## src/design/lcddc_pkg.sv

```systemverilog
// Shared constants, types and the digit split for the LCD decimal counter writer.
package lcddc_pkg;

  // Field and state widths.
  localparam int CNT_W   = 20;
  localparam int VAL_W   = 8;
  localparam int NIB_W   = 4;
  localparam int SLOT_W  = 3;

  // Reset values of the period register and the shown value.
  localparam logic [CNT_W-1:0] PERIOD_RESET = 20'd1000000;
  localparam logic [VAL_W-1:0] VALUE_RESET  = 8'd1;

  // Nibbles sent on the LCD data lines.
  localparam logic [NIB_W-1:0] NIB_CLEAR_HI = 4'h0;
  localparam logic [NIB_W-1:0] NIB_CLEAR_LO = 4'h1;
  localparam logic [NIB_W-1:0] NIB_ASCII_HI = 4'h3;

  // Slots of one display update, in transmit order.
  localparam logic [SLOT_W-1:0] SLOT_CLEAR_HI = 3'd0;
  localparam logic [SLOT_W-1:0] SLOT_CLEAR_LO = 3'd1;
  localparam logic [SLOT_W-1:0] SLOT_HUND_HI  = 3'd2;
  localparam logic [SLOT_W-1:0] SLOT_HUND     = 3'd3;
  localparam logic [SLOT_W-1:0] SLOT_TENS_HI  = 3'd4;
  localparam logic [SLOT_W-1:0] SLOT_TENS     = 3'd5;
  localparam logic [SLOT_W-1:0] SLOT_UNITS_HI = 3'd6;
  localparam logic [SLOT_W-1:0] SLOT_UNITS    = 3'd7;

  // Decimal digits of one value.
  typedef struct packed {
    logic [NIB_W-1:0] hund;
    logic [NIB_W-1:0] tens;
    logic [NIB_W-1:0] units;
  } digits_t;

  // Request from the counter to the burst sequencer.
  typedef struct packed {
    logic    load;
    digits_t digits;
  } burst_req_t;

  // Split an 8-bit value into hundreds, tens and units.
  // Tens use the reciprocal 205/2048, exact for remainders below 100.
  function automatic digits_t to_digits(input logic [VAL_W-1:0] v);
    digits_t     d;
    logic [6:0]  rem;
    logic [14:0] prod;
    logic [6:0]  tens_x10;
    if (v >= 8'd200) begin
      d.hund = 4'd2;
      rem    = 7'(v - 8'd200);
    end else if (v >= 8'd100) begin
      d.hund = 4'd1;
      rem    = 7'(v - 8'd100);
    end else begin
      d.hund = 4'd0;
      rem    = v[6:0];
    end
    prod     = {8'd0, rem} * 15'd205;
    d.tens   = prod[14:11];
    tens_x10 = 7'({3'd0, d.tens} * 7'd10);
    d.units  = 4'(rem - tens_x10);
    return d;
  endfunction

endpackage

```

## src/design/lcddc_if.sv

```systemverilog
// Valid/ready channel interfaces for tick input and LCD nibble output.
interface lcddc_tick_if;
  logic valid;
  logic ready;
  logic tick;

  modport source (output valid, output tick, input ready);
  modport sink   (input valid, input tick, output ready);
endinterface

interface lcddc_nibble_if;
  logic                         valid;
  logic                         ready;
  logic [lcddc_pkg::NIB_W-1:0]  nibble;
  logic                         reg_select;
  logic                         last;

  modport source (output valid, output nibble, output reg_select, output last, input ready);
  modport sink   (input valid, input nibble, input reg_select, input last, output ready);
endinterface

```

## src/design/lcddc_burst.sv

```systemverilog
// Burst sequencer: turns one display update into eight registered nibble transactions.
module lcddc_burst (
  input  logic                  clk,
  input  logic                  rst,
  input  lcddc_pkg::burst_req_t req,
  output logic                  active,
  lcddc_nibble_if.source        out_ch
);

  logic [lcddc_pkg::SLOT_W-1:0] slot;
  lcddc_pkg::digits_t           digits;
  logic                         advance;
  logic [lcddc_pkg::NIB_W-1:0]  nib_next;
  logic                         rs_next;

  // The output register takes a new nibble when it is empty or being drained.
  assign advance = active && (!out_ch.valid || out_ch.ready);

  // Nibble and RS line for the current slot.
  always_comb begin
    case (slot)
      lcddc_pkg::SLOT_CLEAR_HI: begin
        nib_next = lcddc_pkg::NIB_CLEAR_HI;
        rs_next  = 1'b0;
      end
      lcddc_pkg::SLOT_CLEAR_LO: begin
        nib_next = lcddc_pkg::NIB_CLEAR_LO;
        rs_next  = 1'b0;
      end
      lcddc_pkg::SLOT_HUND_HI, lcddc_pkg::SLOT_TENS_HI, lcddc_pkg::SLOT_UNITS_HI: begin
        nib_next = lcddc_pkg::NIB_ASCII_HI;
        rs_next  = 1'b1;
      end
      lcddc_pkg::SLOT_HUND: begin
        nib_next = digits.hund;
        rs_next  = 1'b1;
      end
      lcddc_pkg::SLOT_TENS: begin
        nib_next = digits.tens;
        rs_next  = 1'b1;
      end
      lcddc_pkg::SLOT_UNITS: begin
        nib_next = digits.units;
        rs_next  = 1'b1;
      end
      default: begin
        nib_next = lcddc_pkg::NIB_ASCII_HI;
        rs_next  = 1'b1;
      end
    endcase
  end

  // Sequencer control: a load starts at the clear command and runs to the units digit.
  always_ff @(posedge clk) begin
    if (rst) begin
      active <= 1'b0;
      slot   <= lcddc_pkg::SLOT_CLEAR_HI;
    end else if (req.load) begin
      active <= 1'b1;
      slot   <= lcddc_pkg::SLOT_CLEAR_HI;
    end else if (advance) begin
      slot <= slot + 3'd1;
      if (slot == lcddc_pkg::SLOT_UNITS) begin
        active <= 1'b0;
      end
    end
  end

  // Digits of the value being shown.
  always_ff @(posedge clk) begin
    if (req.load) begin
      digits <= req.digits;
    end
  end

  // Output register valid flag.
  always_ff @(posedge clk) begin
    if (rst) begin
      out_ch.valid <= 1'b0;
    end else if (advance) begin
      out_ch.valid <= 1'b1;
    end else if (out_ch.ready) begin
      out_ch.valid <= 1'b0;
    end
  end

  // Output register payload.
  always_ff @(posedge clk) begin
    if (advance) begin
      out_ch.nibble     <= nib_next;
      out_ch.reg_select <= rs_next;
      out_ch.last       <= (slot == lcddc_pkg::SLOT_UNITS);
    end
  end

endmodule

```

## src/design/lcd_decimal_counter_writer_unit.sv

```systemverilog
// Top level of the LCD decimal counter writer: tick counter, shown value and burst output.
//
// Usage: each transaction on in_ch carries one tick bit. A tick of 1 advances a
// 20-bit counter; when the counter equals tick_period at that tick, the block
// sends one display update for the shown value and then increments the value
// (wrapping at 256), and the counter restarts. An update is eight transactions
// on out_ch: the clear command (nibbles 0 and 1, RS low), then for hundreds,
// tens and units the nibble 3 followed by the digit, RS high; last marks the
// units digit. tick_period is written through cfg_write_en/cfg_write_data.
// Throughput: one input transaction per cycle. The only stall is an input
// transaction that arrives while the counter equals tick_period and the previous
// update's eight nibbles are still being handed to the output register; the
// eight-slot burst sequencer sets this.
// The tick that starts an update loads the sequencer registers, and from them
// the output register takes the first nibble; the rest follow one per cycle
// while out_ch.ready is high. When the receiver stalls, the output register
// holds its nibble and the sequencer waits; input transactions are still taken
// unless the counter equals tick_period while the sequencer is busy.
// Reset: the counter clears, the shown value becomes 1, the period returns to
// 1000000, and out_ch is empty. No clearing pass is needed.
module lcd_decimal_counter_writer_unit (
  input  logic                         clk,
  input  logic                         rst,
  lcddc_tick_if.sink                   in_ch,
  lcddc_nibble_if.source               out_ch,
  input  logic                         cfg_write_en,
  input  logic [lcddc_pkg::CNT_W-1:0]  cfg_write_data
);

  logic [lcddc_pkg::CNT_W-1:0] tick_period;
  logic [lcddc_pkg::CNT_W-1:0] tick_count;
  logic [lcddc_pkg::VAL_W-1:0] shown_value;
  logic                        busy;
  logic                        match;
  logic                        take_tick;
  lcddc_pkg::burst_req_t       req;

  // A tick that would start an update must wait for a free sequencer.
  assign match       = (tick_count == tick_period);
  assign in_ch.ready = !busy || !match;
  assign take_tick   = in_ch.valid && in_ch.ready && in_ch.tick;

  assign req.load   = take_tick && match;
  assign req.digits = lcddc_pkg::to_digits(shown_value);

  // Period register.
  always_ff @(posedge clk) begin
    if (rst) begin
      tick_period <= lcddc_pkg::PERIOD_RESET;
    end else if (cfg_write_en) begin
      tick_period <= cfg_write_data;
    end
  end

  // Tick counter and shown value.
  always_ff @(posedge clk) begin
    if (rst) begin
      tick_count  <= '0;
      shown_value <= lcddc_pkg::VALUE_RESET;
    end else if (take_tick) begin
      if (match) begin
        tick_count  <= 20'd1;
        shown_value <= shown_value + 8'd1;
      end else begin
        tick_count <= tick_count + 20'd1;
      end
    end
  end

  lcddc_burst u_burst (
    .clk    (clk),
    .rst    (rst),
    .req    (req),
    .active (busy),
    .out_ch (out_ch)
  );

endmodule

```

## src/flat_wrapper.sv

```systemverilog
// flat-port wrapper written by rule: the top's interface ports become plain ports
module lcd_decimal_counter_writer_unit_flat 
  (clk, rst, cfg_write_en, cfg_write_data, in_ch_valid, in_ch_tick, in_ch_ready, out_ch_valid, out_ch_nibble, out_ch_reg_select, out_ch_last, out_ch_ready);
  lcddc_tick_if in_ch_i ();
  lcddc_nibble_if out_ch_i ();
  input  logic clk;
  input  logic rst;
  input  logic cfg_write_en;
  input  logic [lcddc_pkg::CNT_W-1:0] cfg_write_data;
  input wire logic [$bits(in_ch_i.valid)-1:0] in_ch_valid;
  input wire logic [$bits(in_ch_i.tick)-1:0] in_ch_tick;
  output wire logic [$bits(in_ch_i.ready)-1:0] in_ch_ready;
  output wire logic [$bits(out_ch_i.valid)-1:0] out_ch_valid;
  output wire logic [$bits(out_ch_i.nibble)-1:0] out_ch_nibble;
  output wire logic [$bits(out_ch_i.reg_select)-1:0] out_ch_reg_select;
  output wire logic [$bits(out_ch_i.last)-1:0] out_ch_last;
  input wire logic [$bits(out_ch_i.ready)-1:0] out_ch_ready;
  assign in_ch_i.valid = in_ch_valid;
  assign in_ch_i.tick = in_ch_tick;
  assign in_ch_ready = in_ch_i.ready;
  assign out_ch_valid = out_ch_i.valid;
  assign out_ch_nibble = out_ch_i.nibble;
  assign out_ch_reg_select = out_ch_i.reg_select;
  assign out_ch_last = out_ch_i.last;
  assign out_ch_i.ready = out_ch_ready;
  lcd_decimal_counter_writer_unit u_core (.clk(clk), .rst(rst), .in_ch(in_ch_i), .out_ch(out_ch_i), .cfg_write_en(cfg_write_en), .cfg_write_data(cfg_write_data));
endmodule
```

## config.mk

```make
export PLATFORM = sky130hd
export DESIGN_NAME = lcd_decimal_counter_writer_unit_flat
export DESIGN_NICKNAME = d
export VERILOG_FILES = /design/src/design/lcddc_pkg.sv /design/src/design/lcddc_if.sv /design/src/design/lcddc_burst.sv /design/src/design/lcd_decimal_counter_writer_unit.sv /design/src/flat_wrapper.sv
export SDC_FILE = /design/constraint.sdc
export NUM_CORES = 1
export LEC_CHECK = 0
export BUFFER_PORTS_ARGS = -buffer_cell sky130_fd_sc_hd__buf_4
export CAP_MARGIN = 20
export CORE_ASPECT_RATIO = 0.7
export CORE_MARGIN = 8
export CORE_UTILIZATION = 40
export DETAILED_ROUTE_END_ITERATION = 10
export PLACE_DENSITY_LB_ADDON = 0.12
export SKIP_LAST_GASP = 1
export SLEW_MARGIN = 20
export SYNTH_ARGS = -nofsm -noshare
export SYNTH_HDL_FRONTEND = slang
export SYNTH_SLANG_ARGS = --single-unit
```

## constraint.sdc

```tcl
create_clock -name clk -period 8.1 [get_ports clk]
set_input_delay 1.62 -clock clk [delete_from_list [all_inputs] [get_ports clk]]
set_output_delay 1.62 -clock clk [all_outputs]
set_load 0.03 [all_outputs]
```

### Word level (Yosys, flattened, before mapping)

Index checks and enable logic that the tools add are counted.

| word-level totals | value |
|---|---|
| register bits | 71 |
| input bits | 26 |
| output and inout port bits | 8 |
| word-level logic and storage cells | 60 |

| operators by class | value |
|---|---|
| add/subtract/negate cells | 6 |
| $mul | 2 |
| magnitude comparators | 2 |
| equality and inequality tests | 8 |
| multiplexer cells | 11 |
| reductions and logical operators | 19 |

Operator list:

| kind | count |
|---|---|
| case mux 4 bit (6 select lines) | 1 |
| adder 20 x 1 -> 20 bit (second input constant) | 1 |
| equality test 20 bit | 1 |
| 2-to-1 mux 20 bit | 1 |
| multiplier 7 x 8 -> 15 bit (second input constant) | 1 |
| 2-to-1 mux 7 bit | 2 |
| subtractor 7 bit (second input constant) | 2 |
| equality test 3 bit (second input constant) | 4 |
| adder 8 x 1 -> 8 bit (second input constant) | 1 |
| greater-or-equal comparator 8 x 7 -> 1 bit (second input constant) | 1 |
| greater-or-equal comparator 8 bit (second input constant) | 1 |
| equality test 3 x 2 -> 1 bit (second input constant) | 2 |
| 2-to-1 mux 1 bit | 6 |
| nonzero test 2 bit | 3 |
| OR reduction 6 bit | 1 |
| logical AND 1 bit | 4 |
| multiplier 4 x 3 -> 3 bit (second input constant) | 1 |
| AND reduction 2 bit | 2 |
| OR reduction 2 bit | 2 |
| subtractor 4 bit | 1 |
| adder 3 x 1 -> 3 bit (second input constant) | 1 |
| equality test 3 x 1 -> 1 bit (second input constant) | 1 |
| zero test 1 bit | 3 |
| zero test 3 bit | 1 |
| other kinds (3) | 4 |

### Longest topological paths before layout

Gate-level depths: netlist of the first run.

| depth | value |
|---|---|
| depth after elaboration | 8 |
| gate-level depth with buffers | 27 |
| depth with buffers taken out | 27 |

### Hierarchy

A second synthesis of the first run with hierarchy kept.

| unflattened totals | value |
|---|---|
| cell total of the unflattened synthesis | 465 |
| area, all modules | 4444.3 sq um |

Modules (own cells, without submodules):

| module | times used | cells an instance | area each (sq um) | seq. area each (sq um) |
|---|---|---|---|---|
| lcd_decimal_counter_writer_unit | 1 | 395 | 3480.8 | 960.9 |
| lcddc_burst | 1 | 70 | 963.4 | 640.6 |

### Worst setup path after synthesis of the first run

OpenSTA, ideal clock, no wires.

| timing | value |
|---|---|
| path type | register to register |
| start point | register u_core.shown_value[0] (netlist bit) |
| end point | register u_core.u_burst.digits[3] (netlist bit), data pin |
| library setup time | 0.261 ns |
| arrival | 5.859 ns |
| required time | 7.839 ns |
| path slack | 1.980 ns |
| stages on the path, launching flop included | 28 |
| path buffers | 0 |
| period minus slack after synthesis | 6.120 ns |
| cells stage by stage | dfxtp_1 inv_1 ha_1 nand2_1 a31oi_4 o21ai_0 xnor2_1 nor2_1 a21oi_1 ha_1 ha_1 fa_1 inv_1 fa_1 inv_1 ha_1 a21oi_1 o21ai_0 or3b_1 o211ai_2 a31oi_1 xnor2_1 ha_1 inv_1 fa_1 xor2_1 xnor2_1 xnor2_1 |

RTL lines:

| element | RTL line | source |
|---|---|---|
| start, declared | lcd_decimal_counter_writer_unit.sv:32 | `logic [lcddc_pkg::VAL_W-1:0] shown_value;` |
| start signal, assigned | lcd_decimal_counter_writer_unit.sv:59 | `shown_value <= lcddc_pkg::VALUE_RESET;` |
| start signal, assigned | lcd_decimal_counter_writer_unit.sv:63 | `shown_value <= shown_value + 8'd1;` |
| end signal, assigned | lcddc_burst.sv:72 | `digits <= req.digits;` |
| end, declared | lcddc_burst.sv:11 | `lcddc_pkg::digits_t digits;` |

==> results.py, run 1 <==
metrics = {
    "grt": {
        "grt_pass1_wl_um": 14500,
        "grt_max_degree": 33,
        "grt_usage_pct": 12.9,
        "antenna_found_initial": 0,
        "grt_overflow": 0,
        "grt_pass1_vias": 2903,
    },
    "logic_synthesis": {
        "ys_types": 45,
        "synth.area.mux_share_pct": 3.56,
        "seq_area_frac_synth_pct": 36.5,
        "ys.flop_type": "dfxtp_1",
        "synth_fa_ha_area_share_pct": 18.8,
        "syn-instance-count": 428,
        "synth_compound_area_share_pct": 9.96,
        "synthXorXnorAreaFrac_pct": 11.8,
        "synth_area_per_cell_um2": 9.87,
        "synth-edff-count": 16,
        "syn_nets": 512,
        "async_flop_share_pct": 0,
        "synth_area_um2": 4220,
        "synth_simple_gate_area_share_pct": 14.8,
        "yosysWarnings": 0,
        "ys_seq_elements": 69,
        "synth_top_family_by_area": "adder cells",
    },
    "worst_setup_path": {
        "cp_max_fo": 7,
        "critical_path_required_ns": 8.18,
        "critPathKind": "flip-flop to flip-flop",
        "end_kind": "flip-flop",
        "critPathLaunchType": "flip-flop",
        "critPathArrivalTime_ns": 6.82,
    },
    "timing": {
        "fmax_mhz": 148,
        "fin_hold_ws_ns": 0.516,
        "worst_pin_slew_ns": 0.769,
        "relSlewSlack_pct": 48.7,
        "drv_slew": 0,
        "setup_viol": 0,
        "rsz0062_at_grt": "no",
        "fin_crit_ns": 6.75,
        "period_share_pct": 83.3,
        "hold_viol_final": 0,
        "layout_setup_ws_ns": 1.35,
        "fin_worst_skew_ns": 0.00569,
        "finalSetupTns_ns": 0,
    },
    "routing": {
        "viasPerCell": 5.03,
        "drt_wl_total_um": 8710,
        "via_count": 2985,
        "wl_met2_um": 3440,
        "drtPass1Iterations": 4,
        "ant_nets": 0,
        "drtIter0Drc": 153,
        "drc": 0,
        "met3_length_um": 330,
        "met1_length_um": 4800,
        "routed.top_layer": "met4",
        "drt-wirelength-per-cell_um": 14.7,
    },
    "pwr": {
        "p_sw_w": 0.000159,
        "power.leakage_nw": 2.15,
        "switching_share_pct": 19.8,
        "peakVddDrop_mv": 0.0926,
        "p_comb_share_pct": 4.4,
        "sequentialPowerShare_pct": 45.1,
        "p_clk_share_pct": 50.4,
        "intPower_w": 0.000645,
        "power.density_nw_per_um2": 165,
    },
    "clocking": {
        "cts_resized": 0,
        "clockBufferDepth": 2,
        "cts_tree": "yes",
        "ctsHoldBuffers": 0,
        "cts.htree.levels": 3,
        "post_cts_buffers": 0,
        "numCtsBuffers": 9,
        "cts_sinks": 69,
        "cts.reportedPaths.clkPinSlew_ns": 0.05,
        "clock_latency_ns": 0.33,
        "cts_root_buffer": "clkbuf_16",
    },
    "layout": {
        "diodes": 0,
        "final_nets": 541,
        "syn_to_final_growth_pct": 15.3,
        "layout-drive-gt1-share_pct": 12.3,
    },
    "placement": {
        "io_buffers": 33,
        "dp_slack_ns": 1.37,
        "dp_hpwl_um": 6760,
        "routabilityCongestion": 0.857,
    },
    "floorplanning": {
        "dieArea_um2": 14200,
        "start_util_pct": 40.9,
        "rows": 31,
        "dieHeight_um": 102,
        "ios": 34,
        "chipWidth_um": 139,
        "coreArea_um2": 10300,
    },
    "run_status": {
        "status": "completed",
    },
    "min_path": {
        "hold_path.class": "flip-flop to flip-flop",
    },
    "job": {
        "maxCapViolCount": 0,
    },
}
## power groups by stage
stage | logic [W] | registers [W] | clock network [W]
6_report | 0.0000357 | 0.000363 | 0.000406
2_1_floorplan | 0.0000225 | 0.000368 | 0
5_1_grt | 0.0000398 | 0.000364 | 0.000432
4_1_cts | 0.0000361 | 0.000363 | 0.000417
3_5_place_dp | 0.0000359 | 0.000370 | 0
3_3_place_gp | 0.0000356 | 0.000370 | 0
## final timing paths
path,cells past startpoint,slack (ns),to,startpoint
worst max-delay path,27,1.35,u_core.u_burst.digits[3],u_core.shown_value[0]
worst min-delay path,2,0.52,u_core.tick_period[8],u_core.tick_period[8]
worst max register to register,27,1.35,u_core.u_burst.digits[3],u_core.shown_value[0]
worst min register to register,2,0.52,u_core.tick_period[8],u_core.tick_period[8]
## synthesized netlist by cell type, drive strengths merged, types with 3 or more instances
cell	number	area share [%]
clkbuf	10	0.89
nor2b	8	1.2
a22oi	3	0.53
mux2i	15	3.6
nor3	3	0.36
buf	6	1.0
xor2	27	5.6
xnor2	30	6.2
dfxtp	53	25
inv	30	2.7
a21oi	13	1.5
fa	9	4.3
o21ai	8	0.95
nand2	23	2.0
edfxtp	16	11
a211o	7	1.5
nor2	53	4.7
a31oi	5	1.1
nand4	7	1.0
nand3	12	1.4
ha	49	15
and3	11	1.6
or3	4	0.59
## metal layers
metal | vias up | track usage [%]
met5 | - | 0
met4 | 0 | 4.53
met3 | 13 | 3.73
met2 | 54 | 17.9
met1 | 1394 | 18.4
li1 | 1524 | -
## registers in the layout, indices dropped and copies added (netlist names)
signal / count
u_core.u_burst.out_ch.last: 1
u_core.tick_count: 20
u_core.shown_value: 8
u_core.u_burst.digits: 10
u_core.u_burst.out_ch.reg_select: 1
u_core.tick_period: 20
u_core.u_burst.out_ch.valid: 1
u_core.u_burst.active: 1
u_core.u_burst.out_ch.nibble: 4
u_core.u_burst.slot: 3
## critical path: stages (launching register included)
cell      delay, ns
dfxtp_1        0.45
inv_1          0.18
ha_1           0.29
nand2_1        0.13
a31oi_4        0.12
o21ai_0        0.21
xnor2_1        0.15
nor2_1         0.06
a21oi_1        0.43
ha_1           0.32
ha_1           0.29
fa_1           0.51
inv_1          0.05
fa_1           0.51
inv_1          0.04
ha_1           0.27
a21oi_1        0.05
o21ai_0        0.31
or3b_1         0.40
o211ai_2       0.19
a31oi_1        0.13
xnor2_1        0.28
ha_1           0.21
inv_1          0.05
fa_1           0.37
xor2_1         0.18
xnor2_1        0.16
xnor2_1        0.13
## per-stage QoR
step | instances | instance area (um^2) | total power, W | util, %
2_1_floorplan | 428 | 4220 | 0.000391 | -
3_3_place_gp | 578 | 4560 | 0.000406 | 44.2
3_5_place_dp | 578 | 4560 | 0.000406 | 44.2
4_1_cts | 594 | 4870 | 0.000816 | 47.2
5_1_grt | 594 | 4870 | 0.000835 | 47.2
6_report | 594 | 4870 | 0.000804 | 47.2
## cells in the final DEF, fill, tap and decap left out, types with 2 or more instances in the layout
| cell type | count |
|---|---|
| inv_1 | 30 |
| clkinv_2 | 3 |
| buf_4 | 34 |
| or3_1 | 4 |
| a21oi_1 | 13 |
| a31oi_1 | 4 |
| dfxtp_1 | 53 |
| fa_1 | 9 |
| and4_1 | 2 |
| mux2i_1 | 15 |
| clkbuf_16 | 9 |
| edfxtp_1 | 16 |
| nand2_1 | 23 |
| nand4_1 | 7 |
| ha_1 | 49 |
| nor2_1 | 53 |
| nor3_1 | 3 |
| nor2b_1 | 8 |
| a32o_1 | 2 |
| a22oi_1 | 3 |
| nor4_1 | 2 |
| nand2b_1 | 2 |
| nand3_1 | 12 |
| bufinv_16 | 2 |
| a211oi_1 | 2 |
| a211o_1 | 7 |
| clkbuf_1 | 2 |
| xnor2_1 | 30 |
| and2_1 | 2 |
| and3_1 | 11 |
| xor2_1 | 27 |
| o21ai_0 | 8 |
## final cells by class
class	instances	area (um^2)
clock buffer	11	233
timing repair buffer	34	255
multi-input combinational	313	2490
tap	132	165
sequential	69	1540
clock inverter	5	75.1
fill	998	5450
inverter	30	113
## cells by family (layout without fill, tap and decap cells)
kind of cell    after synthesis  count (layout)
flops                        69              69
fa+ha+maj                    58              58
xor+xnor                     57              57
buf+inv                      46              80
simple gates                132             132
mux                          15              15
compound gates               51              51
No activity file was read; power rests on OpenSTA's default activity.
==> run 2, diff against run 1 <==
- clock period: 8.1 -> 5.8 ns (I/O delays scaled with it)
==> results.py, run 2 (synthesized netlist as in run 1, its figures left out) <==
metrics = {
    "worst_setup_path": {
        "cp_max_fo": 6,
        "crit_chain": "o311a_4 -> a41oi_4 -> inv_2 -> a22oi_2 -> xnor2_2 -> xor2_2 -> fa_1 -> ha_1 -> inv_2 -> fa_1 -> inv_1 -> ha_1 -> nand2_1 -> o21ai_2 -> or3b_1 -> o211ai_2 -> a31oi_1 -> xnor2_1 -> ha_2 -> inv_2 -> fa_2 -> xor2_1 -> xnor2_1 -> xnor2_1",
        "end_kind": "flip-flop",
        "cp_slowest_stage_delay_ns": 0.47,
        "critPathLaunchType": "flip-flop",
        "path_buf_inv": 4,
        "critical_path_required_ns": 5.88,
        "cpLargestDelayFamily": "adder cells",
        "cp_slowest_cell": "fa_1",
        "r2r_cells": 24,
        "cp.depth": 24,
        "critPathKind": "flip-flop to flip-flop",
        "critPathArrivalTime_ns": 5.81,
    },
    "routing": {
        "via_count": 3117,
        "drtPass1Iterations": 4,
        "met3_length_um": 412,
        "met1_length_um": 4960,
        "drtIter0Drc": 164,
        "routed.top_layer": "met4",
        "ant_nets": 0,
        "drt_wl_total_um": 9300,
        "drt-wirelength-per-cell_um": 14.9,
        "wl_met2_um": 3810,
        "viasPerCell": 4.98,
        "drc": 0,
    },
    "clocking": {
        "cts_tree": "yes",
        "clock_latency_ns": 0.33,
        "cts_root_buffer": "clkbuf_16",
        "cts.htree.levels": 3,
        "cts.reportedPaths.clkPinSlew_ns": 0.06,
        "cts_sinks": 69,
        "numCtsBuffers": 9,
        "clockBufferDepth": 2,
    },
    "pwr": {
        "power.density_nw_per_um2": 206,
        "peakVddDrop_mv": 0.135,
        "power.leakage_nw": 2.30,
        "p_total_w": 0.00108,
    },
    "placement": {
        "routabilityCongestion": 0.845,
        "dp_hpwl_um": 7010,
        "io_buffers": 33,
        "dp_cells": 598,
    },
    "timing": {
        "drv_slew": 0,
        "setup_viol": 0,
        "fin_crit_ns": 5.72,
        "fin_worst_skew_ns": 0.00497,
        "fin_hold_ws_ns": 0.518,
        "worst_pin_slew_ns": 0.823,
        "rsz0062_at_grt": "yes",
        "relSlewSlack_pct": 45.1,
        "hold_viol_final": 0,
        "period_share_pct": 98.7,
        "fmax_mhz": 175,
    },
    "floorplanning": {
        "chipWidth_um": 139,
        "dieHeight_um": 102,
        "coreArea_um2": 10300,
        "rows": 31,
        "ios": 34,
        "dieArea_um2": 14200,
        "start_util_pct": 40.9,
    },
    "layout": {
        "final_nets": 573,
        "final_common_cell": "buf_4",
        "reg_top3": "u_core.tick_count (20), u_core.tick_period (20), u_core.u_burst.digits (10)",
        "final_cells": 626,
        "diodes": 0,
        "final_cell_mix": "66 x buf_4, 52 x nor2_1, 47 x dfxtp_1",
        "n_fill_cell": 959,
        "postLayoutCoreUtil_pct": 51.0,
        "layout-drive-gt1-share_pct": 25.3,
        "syn_to_final_growth_pct": 24.6,
    },
    "grt": {
        "grt_overflow": 0,
        "grt_usage_pct": 13.6,
        "grt_max_degree": 33,
        "grt_pass1_wl_um": 15300,
        "antenna_found_initial": 0,
        "grt_pass1_vias": 2996,
    },
    "job": {
        "maxCapViolCount": 0,
    },
    "run_status": {
        "status": "completed",
    },
    "min_path": {
        "hold_path.class": "flip-flop to flip-flop",
        "hold_depth": 2,
    },
}
-- run 2: stage by stage --
| step | area (um^2) | setup slack, ns | setup TNS [ns] |
|---|---|---|---|
| finish | 5260 | 0.0751 | 0 |
| global route | 5260 | -0.160 | -0.160 |
| CTS | 5090 | 0.0138 | 0 |
| detailed placement | 4740 | -0.0614 | -0.0614 |
| global placement | 4740 | 0.00710 | 0 |
| floorplan | 4250 | 0.0246 | 0 |
-- run 2: cell type report --
cell class	instances	area, um^2	share of cell area [%]
well taps	132	165	3.14
inverters	30	113	2.14
flip-flops and latches	69	1550	29.5
clock buffers	15	288	5.47
repair buffers	66	495	9.42
clock inverters	1	5.00	0.0951
multi-input cells	313	2640	50.2
-- run 2: worst min-delay path: cells and delay by family, from the launching register on --
kind | cells | cell delay [ns]
DFF | 1 | 0.34
muxes | 1 | 0.07
and+or+nand+nor | 1 | 0.07
-- run 2: power by group --
group | total, W | switching [W] | internal (W) | leakage, nW
clock network | 0.000526 | 0.000190 | 0.000335 | 0.146
logic | 0.0000502 | 0.0000227 | 0.0000275 | 1.58
registers | 0.000506 | 0.00000740 | 0.000499 | 0.568
total | 0.00108 | 0.000221 | 0.000861 | 2.30
-- run 2: repair_timing --
| action | in CTS | in global routing |
|---|---|---|
| gates resized for setup | 4 | 26 |
| setup buffers | 2 | 10 |
| hold buffers | 0 | 0 |
| setup endpoints to repair | 1 | 1 |
| pin swaps | 5 | 22 |
| gates cloned | 0 | 0 |
-- run 2: layer usage --
layer / vias up / GRT usage [%]
met5: - / 0
met4: 0 / 4.37
met3: 8 / 4.34
met2: 57 / 19.9
met1: 1464 / 18.6
li1: 1588 / -
-- run 2: worst paths after layout --
| check | from | to | slack, ns |
|---|---|---|---|
| hold / removal | u_core.tick_period[8] | u_core.tick_period[8] | 0.52 |
| setup reg to reg | u_core.shown_value[3] | u_core.u_burst.digits[3] | 0.08 |
| setup / recovery | u_core.shown_value[3] | u_core.u_burst.digits[3] | 0.08 |
| hold reg to reg | u_core.tick_period[8] | u_core.tick_period[8] | 0.52 |
